## src/design/gtg_pkg.sv

```systemverilog
// ----------------------------------------------------------------------------
// gtg_pkg
// Shared types, constants and helpers for the go-to-goal dual PID core.
// ----------------------------------------------------------------------------
package gtg_pkg;

  localparam int CORDIC_STEPS = 16;
  localparam int CORDIC_CNT_W = $clog2(CORDIC_STEPS + 1);

  localparam logic [1:0] REQ_POS     = 2'd0;
  localparam logic [1:0] REQ_HEADING = 2'd1;
  localparam logic [1:0] REQ_TICK    = 2'd2;

  localparam logic [2:0] REG_GOAL_X   = 3'd0;
  localparam logic [2:0] REG_GOAL_Y   = 3'd1;
  localparam logic [2:0] REG_LIN_P    = 3'd2;
  localparam logic [2:0] REG_LIN_I    = 3'd3;
  localparam logic [2:0] REG_LIN_D    = 3'd4;
  localparam logic [2:0] REG_ANG_P    = 3'd5;
  localparam logic [2:0] REG_ANG_I    = 3'd6;
  localparam logic [2:0] REG_ANG_D    = 3'd7;

  localparam logic signed [16:0] PI_Q13     = 17'sd25736;
  localparam logic signed [16:0] TWO_PI_Q13 = 17'sd51472;
  localparam logic signed [23:0] PI_Q16     = 24'sd205887;
  localparam logic [31:0]        NEAR_Q22   = 32'd419430;
  // ceil(2^36 / 10), exact for dividends below 2^34
  localparam logic signed [33:0] DIV10_MAGIC = 34'sh1_9999_999A;

  typedef struct packed {
    logic [1:0]         req_type;
    logic signed [31:0] pos_x;
    logic signed [31:0] pos_y;
    logic signed [15:0] heading_in;
  } req_t;

  typedef struct packed {
    logic signed [31:0] linear_cmd;
    logic signed [31:0] angular_cmd;
    logic               reached;
  } rsp_t;

  typedef enum logic [2:0] {
    ST_IDLE,
    ST_SQ,
    ST_ROOT,
    ST_PID,
    ST_OUT
  } state_t;

  // atan(2^-i) in Q.16
  function automatic logic signed [23:0] atan_q16(input logic [4:0] i);
    logic signed [23:0] v;
    unique case (i)
      5'd0:  v = 24'sd51472;
      5'd1:  v = 24'sd30386;
      5'd2:  v = 24'sd16055;
      5'd3:  v = 24'sd8150;
      5'd4:  v = 24'sd4091;
      5'd5:  v = 24'sd2047;
      5'd6:  v = 24'sd1024;
      5'd7:  v = 24'sd512;
      5'd8:  v = 24'sd256;
      5'd9:  v = 24'sd128;
      5'd10: v = 24'sd64;
      5'd11: v = 24'sd32;
      5'd12: v = 24'sd16;
      5'd13: v = 24'sd8;
      5'd14: v = 24'sd4;
      5'd15: v = 24'sd2;
      5'd16: v = 24'sd1;
      default: v = 24'sd0;
    endcase
    return v;
  endfunction

  function automatic logic signed [31:0] sat32(input logic signed [63:0] v);
    logic signed [31:0] r;
    if (v > 64'sd2147483647) r = 32'sh7FFF_FFFF;
    else if (v < -64'sd2147483648) r = 32'sh8000_0000;
    else r = v[31:0];
    return r;
  endfunction

endpackage

```

## src/design/gtg_cordic.sv

```systemverilog
// ----------------------------------------------------------------------------
// gtg_cordic
// Iterative vectoring CORDIC, one micro-rotation a cycle, bearing in Q3.13.
// ----------------------------------------------------------------------------
module gtg_cordic import gtg_pkg::*; (
  input  logic               clk,
  input  logic               rst,
  input  logic               start,
  input  logic signed [32:0] x_in,
  input  logic signed [32:0] y_in,
  output logic               done,
  output logic signed [15:0] angle
);

  logic signed [35:0]       cx;
  logic signed [35:0]       cy;
  logic signed [23:0]       cz;
  logic [CORDIC_CNT_W-1:0]  cnt;
  logic                     busy;
  logic                     zero_in;
  logic signed [35:0]       sx;
  logic signed [35:0]       sy;
  logic signed [23:0]       az;
  logic signed [23:0]       rz;

  assign zero_in = (x_in == 33'sd0) && (y_in == 33'sd0);
  assign sx      = cx >>> cnt;
  assign sy      = cy >>> cnt;
  assign az      = atan_q16(5'(cnt));
  assign rz      = (cz + 24'sd4) >>> 3;

  always_comb begin
    if (rz > 24'(PI_Q13)) angle = 16'(PI_Q13);
    else if (rz < -24'(PI_Q13)) angle = 16'(-PI_Q13);
    else angle = rz[15:0];
  end

  always_ff @(posedge clk) begin
    if (rst) begin
      busy <= 1'b0;
      done <= 1'b0;
      cnt  <= '0;
    end else if (start) begin
      busy <= !zero_in;
      done <= zero_in;
      cnt  <= '0;
    end else if (busy) begin
      if (cnt == CORDIC_CNT_W'(CORDIC_STEPS - 1)) begin
        busy <= 1'b0;
        done <= 1'b1;
      end else begin
        cnt <= cnt + 1'b1;
      end
    end
  end

  always_ff @(posedge clk) begin
    if (start) begin
      if (zero_in) begin
        cx <= '0;
        cy <= '0;
        cz <= '0;
      end else if (x_in < 0) begin
        cx <= -36'(x_in);
        cy <= -36'(y_in);
        cz <= (y_in >= 0) ? PI_Q16 : -PI_Q16;
      end else begin
        cx <= 36'(x_in);
        cy <= 36'(y_in);
        cz <= '0;
      end
    end else if (busy) begin
      if (cy >= 0) begin
        cx <= cx + sy;
        cy <= cy - sx;
        cz <= cz + az;
      end else begin
        cx <= cx - sy;
        cy <= cy + sx;
        cz <= cz - az;
      end
    end
  end

endmodule

```

## config.mk

```make
export PLATFORM = sky130hd
export DESIGN_NAME = gtg_cordic
export DESIGN_NICKNAME = d
export VERILOG_FILES = /design/src/design/gtg_pkg.sv /design/src/design/gtg_cordic.sv
export SDC_FILE = /design/constraint.sdc
export NUM_CORES = 1
export LEC_CHECK = 0
export BUFFER_PORTS_ARGS = -buffer_cell sky130_fd_sc_hd__buf_2
export CAP_MARGIN = 10
export CORE_MARGIN = 2
export CORE_UTILIZATION = 50
export DETAILED_ROUTE_END_ITERATION = 12
export PLACE_DENSITY = 0.73
export SYNTH_ARGS = -nofsm -noshare
export SYNTH_HDL_FRONTEND = slang
export SYNTH_SLANG_ARGS = --single-unit
```

## constraint.sdc

```tcl
create_clock -name clk -period 7.2 [get_ports clk]
set_input_delay 0.72 -clock clk [delete_from_list [all_inputs] [get_ports clk]]
set_output_delay 0.72 -clock clk [all_outputs]
set_load 0.005 [all_outputs]
```

==> results of run 1 <==
-- path summary, 6_finish.rpt --
kind | start | end | slack, ns | cells after the start
min | rst | busy | 0.46 | 2
max reg2reg | cx[24] | cy[34] | 0.29 | 19
min reg2reg | done | done | 0.56 | 2
max | cx[24] | cy[34] | 0.29 | 19
-- area by class of cell --
class	instances	share of cell area, %
repair buffers	153	4.938
clock buffers	24	2.444
clock inverters	8	0.2171
well taps	468	2.903
multi-input cells	1874	71.98
inverters	47	0.8747
flip-flops and latches	119	16.64
-- what timing repair did --
action,CTS,global route
resized for setup,0,3
setup buffers,0,1
endpoints found under the setup margin,0,3
-- registers in the layout, summed over array words and instances (netlist names) --
register / flops
cz: 24
cnt: 5
cx: 36
busy: 1
cy: 36
az: 16
done: 1
-- logic make-up after synthesis --
group | Yosys count | share of synthesized area [%]
buffers and inverters | 180 | 4.475
DFF | 119 | 17.90
and+or+nand+nor | 652 | 17.21
adders and majority gates | 111 | 7.556
muxes | 205 | 18.03
xor gates and xnor gates | 233 | 11.07
AOI/OAI and AO/OA | 673 | 23.77
-- power by group through the flow --
stage,sequential [mW],combinational (mW),clock [mW]
floorplan,1.55,7.02,0
global placement,1.96,8.86,0
detailed placement,1.97,8.95,0
CTS,1.95,9.05,0.831
global route,2.01,10.1,0.857
finish,2.00,9.26,0.826
-- synthesized netlist by cell type (all sizes together) (24+ instances only) --
| cell | n | area, um2 |
|---|---|---|
| mux2 | 38 | 431.7 |
| or3 | 24 | 155.1 |
| mux4 | 101 | 2275 |
| mux2i | 66 | 660.6 |
| edfxtp | 96 | 2883 |
| o22ai | 73 | 456.7 |
| a31oi | 25 | 162.6 |
| a21o | 45 | 337.8 |
| buf | 56 | 370.4 |
| nand2 | 198 | 745.7 |
| nand2b | 32 | 200.2 |
| inv | 43 | 161.4 |
| o31ai | 38 | 290.3 |
| nor3 | 49 | 255.3 |
| nand3 | 51 | 260.3 |
| a211oi | 25 | 187.7 |
| xor2 | 121 | 1060 |
| xnor2 | 110 | 963.4 |
| clkbuf | 77 | 289.0 |
| a21oi | 117 | 585.6 |
| nor2 | 158 | 593.1 |
| o21ai | 160 | 800.8 |
| o21a | 26 | 195.2 |
| ha | 108 | 1351 |
-- metal layers --
metal  GRT usage (%)  up-vias
met2           55.29     1111
met3           7.205      235
met1           44.68     8968
met5               0        -
met4           17.29        2
li1                -     8440
==> flow_summary.ini, run 1 <==
[critical_path]
critPathTopFamily = simple AND/OR/NAND/NOR gates
crit_type = reg -> reg
cp_slowest_stage_delay_ns = 0.69
cp-end-kind = flip-flop
critPathBufInv = 0
start_kind = flip-flop
worstPathRequired_ns = 7.38
crit_slowest_cell = or4b_1
path_cells = mux4_2 -> mux2i_1 -> o22ai_1 -> nor3_2 -> nand3_1 -> or4b_1 -> o21ai_0 -> xor2_1 -> ha_1 -> a21o_1 -> a211oi_1 -> nor2_1 -> nor4_1 -> o31ai_1 -> nand3_1 -> or4b_2 -> a41oi_1 -> xor2_1 -> o21ai_0
cp.arrival_ns = 7.08
path_max_fanout = 7

[logic_synthesis]
yosys_warnings = 0
synth_edf_count = 96
avgSynthCellArea_um2 = 8.596
synth_seq_cells = 119
yosysSeqAreaShare_pct = 17.90
synth_area_um2 = 18680
synth_cell_types = 97
synthArstFlopShare_pct = 0
synth_nets = 2353
syn_inst = 2173
ys.flop_type = edfxtp_1

[pwr]
leakage_nw = 7.768
intPower_mw = 5.799
peakVddDrop_uv = 335.8
p_sw_share_pct = 52.02
clockPowerShare_pct = 6.8
cellPowerDensity_nw_per_um2 = 599.3
power_frac_comb_pct = 76.6
power_switching_mw = 6.289
seq_power_share_pct = 16.6
fin_total_pwr_mw = 12.09

[cts]
cts_tree = yes
numCtsBuffers = 17
cts_hold_buffers = 0
root_buffer = clkbuf_16
worstSkewPairLatency_ns = 0.46
cts_num_sinks = 119
cts_max_path_buffers = 2
htreeDepth = 4
clk_pin_slew_worst_paths_ns = 0.06

[layout]
layoutNonFillerInstCount = 2693
fin_area_um2 = 20170
multiInputGateArea_um2 = 14520
mostFrequentLayoutCell = nand2_1
fin_nets = 2392
final_cell_mix = nand2_1 (197), nor2_1 (158), o21ai_0 (141)
regArea_um2 = 3357
layout-drive-gt1-share_pct = 16.22
diodes = 0
final_core_util_pct = 54.96
num-fill-cells = 3337
area_growth_pct = 7.978

[sta]
clock-skew-final_ns = 0.02045
fin_setup_tns_ns = 0
slew_headroom_pct = 17.60
hold-worst-slack_ns = 0.4575
min_period_ns = 6.905
setup_slack_ns = 0.2949
setup_viol = 0
final_max_slew_viol_count = 0
worst_pin_slew_ns = 1.220
fmax_ghz = 0.1448
hold_violations = 0
rsz0062_at_grt = no
finalCritPeriodShare_pct = 95.90

[routing]
drt_iter0_markers = 1960
drc_errors = 0
post_drt_wl_per_cell_um = 25.11
wl_mm = 67.61
ant_nets = 0
vias = 18760
first_pass_iters = 6
viasPerCell = 6.965
routed.top_layer = met5
met1_length_mm = 26.70
dr_wl_met2_mm = 30.51
wl_met3_mm = 6.628

[global_route]
antenna_found_initial = 1
grt_max_degree = 56
track_usage_pct = 34.68
grt-ovfl-total = 0
grt_pass1_vias = 17740
grt_pass1_wl_mm = 103.5

[die]
initial_core_util_pct = 50.90
dieHeight_um = 197.3
core_area_um2 = 36700
ios = 86
die_x_um = 197.3
die_area_um2 = 38920
rows = 70

[place]
io_buffer_count = 85
routabilityCongestion = 0.9949
place_hpwl_mm = 51.52
place_ws_ns = 0.4623
dp.cells = 2660
dpl-instance-area_um2 = 19600

[flow_run]
drv_cap = 0

[hold_path]
hold_class = in -> reg

[outcome]
status = finished, final reports clean
Note: power is estimated with default switching activity, not from simulation.
==> run 2: changes to the inputs <==
--- a/config.mk
+++ b/config.mk
@@ -7,10 +7,10 @@
 export LEC_CHECK = 0
 export BUFFER_PORTS_ARGS = -buffer_cell sky130_fd_sc_hd__buf_2
 export CAP_MARGIN = 10
-export CORE_MARGIN = 2
 export CORE_UTILIZATION = 50
+export CTS_BUF_LIST = sky130_fd_sc_hd__clkbuf_2 sky130_fd_sc_hd__clkbuf_4 sky130_fd_sc_hd__clkbuf_8
 export DETAILED_ROUTE_END_ITERATION = 12
-export PLACE_DENSITY = 0.73
+export PLACE_DENSITY_LB_ADDON = 0.05
 export SYNTH_ARGS = -nofsm -noshare
 export SYNTH_HDL_FRONTEND = slang
 export SYNTH_SLANG_ARGS = --single-unit
==> run 2 against run 1 <==
Register-to-register slack better by 0.13 ns. First-iteration DRC count is 7.8% higher. Critical path depth is 2 higher. Non-clock buffer count is 3 lower. Sequential power hardly changed. Largest power group unchanged. Cell count is 0.11% lower.
==> flow_summary.ini, run 2 (synthesized netlist as in run 1, its figures left out) <==
[cts]
worstSkewPairLatency_ns = 0.52
cts_max_path_buffers = 2
cts_tree = yes
clk_pin_slew_worst_paths_ns = 0.09
numCtsBuffers = 17
htreeDepth = 4
cts_num_sinks = 119
root_buffer = clkbuf_8

[critical_path]
worstPathRequired_ns = 7.48
path_max_fanout = 30
crit_type = reg -> reg
cp-end-kind = flip-flop
cp.arrival_ns = 7.05
start_kind = flip-flop

[place]
io_buffer_count = 85
dp.cells = 2654
place_hpwl_mm = 51.14
place_ws_ns = 0.2548
routabilityCongestion = 1.034

[layout]
top_regs = cx (36), cy (36), cz (24)
final_core_util_pct = 54.86
area_growth_pct = 7.777
fin_nets = 2389
diodes = 0
num-fill-cells = 3443
mostFrequentLayoutCell = nand2_1
layoutNonFillerInstCount = 2690
final_cell_mix = nand2_1 (197), nor2_1 (158), o21ai_0 (141)
layout-drive-gt1-share_pct = 16.25

[die]
ios = 86
rows = 70
die_x_um = 195.3
die_area_um2 = 38140
initial_core_util_pct = 50.90
core_area_um2 = 36700
dieHeight_um = 195.3

[pwr]
peakVddDrop_uv = 339.1
leakage_nw = 7.748
cellPowerDensity_nw_per_um2 = 593.7

[routing]
wl_mm = 67.60
drt_iter0_markers = 2113
drc_errors = 0
vias = 18600
viasPerCell = 6.914
first_pass_iters = 6
ant_nets = 0
post_drt_wl_per_cell_um = 25.13

[sta]
min_period_ns = 6.775
clock-skew-final_ns = 0.02579
worst_pin_slew_ns = 1.235
slew_headroom_pct = 16.62
rsz0062_at_grt = no
fin_setup_tns_ns = 0
finalCritPeriodShare_pct = 94.09
fmax_ghz = 0.1476
setup_viol = 0
final_max_slew_viol_count = 0
setup_slack_ns = 0.4254
hold-worst-slack_ns = 0.4099
hold_violations = 0

[global_route]
grt-ovfl-total = 0
grt_max_degree = 72
track_usage_pct = 35.02
grt_pass1_vias = 17370
antenna_found_initial = 0
grt_pass1_wl_mm = 103.4

[flow_run]
drv_cap = 0

[outcome]
status = finished, final reports clean

[hold_path]
hold_class = in -> reg
## run 2: repair_timing
| item | in CTS | in global routing |
|---|---|---|
| setup buffers | 0 | 3 |
| endpoints found under the setup margin | 0 | 7 |
| hold buffers | 0 | 0 |
| resized for setup | 0 | 1 |
## run 2: worst max-delay path, cell delays in order (launching register included)
cell	delay, ns
dfxtp_4	0.62
buf_4	0.46
mux4_2	0.41
mux2_2	0.32
a222oi_1	0.59
buf_4	0.24
nand4_2	0.10
or2_1	0.29
o41ai_1	0.31
xnor2_1	0.18
ha_1	0.31
a21o_1	0.19
or3_1	0.31
o2111ai_1	0.13
o21ai_0	0.21
o311ai_0	0.37
buf_4	0.19
a21boi_0	0.15
o211ai_1	0.28
nand3b_1	0.16
a311oi_1	0.32
mux2_2	0.37
## run 2: path summary, 6_finish.rpt
check | endpoint | slack (ns) | cells after the start | start
worst max-delay path | cx[34] | 0.43 | 21 | cnt[2]
worst min-delay path | busy | 0.41 | 2 | rst
worst max register to register | cx[34] | 0.43 | 21 | cnt[2]
worst min register to register | done | 0.60 | 2 | done
## run 2: where the power goes
part	leakage [nW]	switching [mW]	internal, mW
clock	0.237	0.354	0.419
sequential	1.17	0.732	1.24
combinational	6.34	5.15	4.06
## run 2: layout make-up
cell class	instances	area [um2]	area share, %
Sequential cell	119	3357	16.67
Clock buffer	18	241.5	1.200
Clock inverter	14	217.7	1.081
Inverter	47	176.4	0.8763
Timing Repair Buffer	150	1040	5.165
Tap cell	468	585.6	2.909
Multi-Input combinational cell	1874	14510	72.09
## run 2: layer usage
metal | GRT usage (%) | wire [um] | part of all wire [%] | vias up
met5 | 0 | 0 | 0 | -
met4 | 12.54 | 2125 | 3.1 | 0
met3 | 5.682 | 5990 | 8.9 | 161
met2 | 55.89 | 31120 | 46 | 971
met1 | 47.83 | 28360 | 42 | 9039
li1 | - | - | - | 8429
## run 2: stage by stage
| step | total power, mW | area, um2 |
|---|---|---|
| 2_1_floorplan | 8.571 | 18680 |
| 3_3_place_gp | 10.85 | 19580 |
| 3_5_place_dp | 10.88 | 19580 |
| 4_1_cts | 11.74 | 20040 |
| 5_1_grt | 12.85 | 20130 |
| 6_report | 11.95 | 20130 |
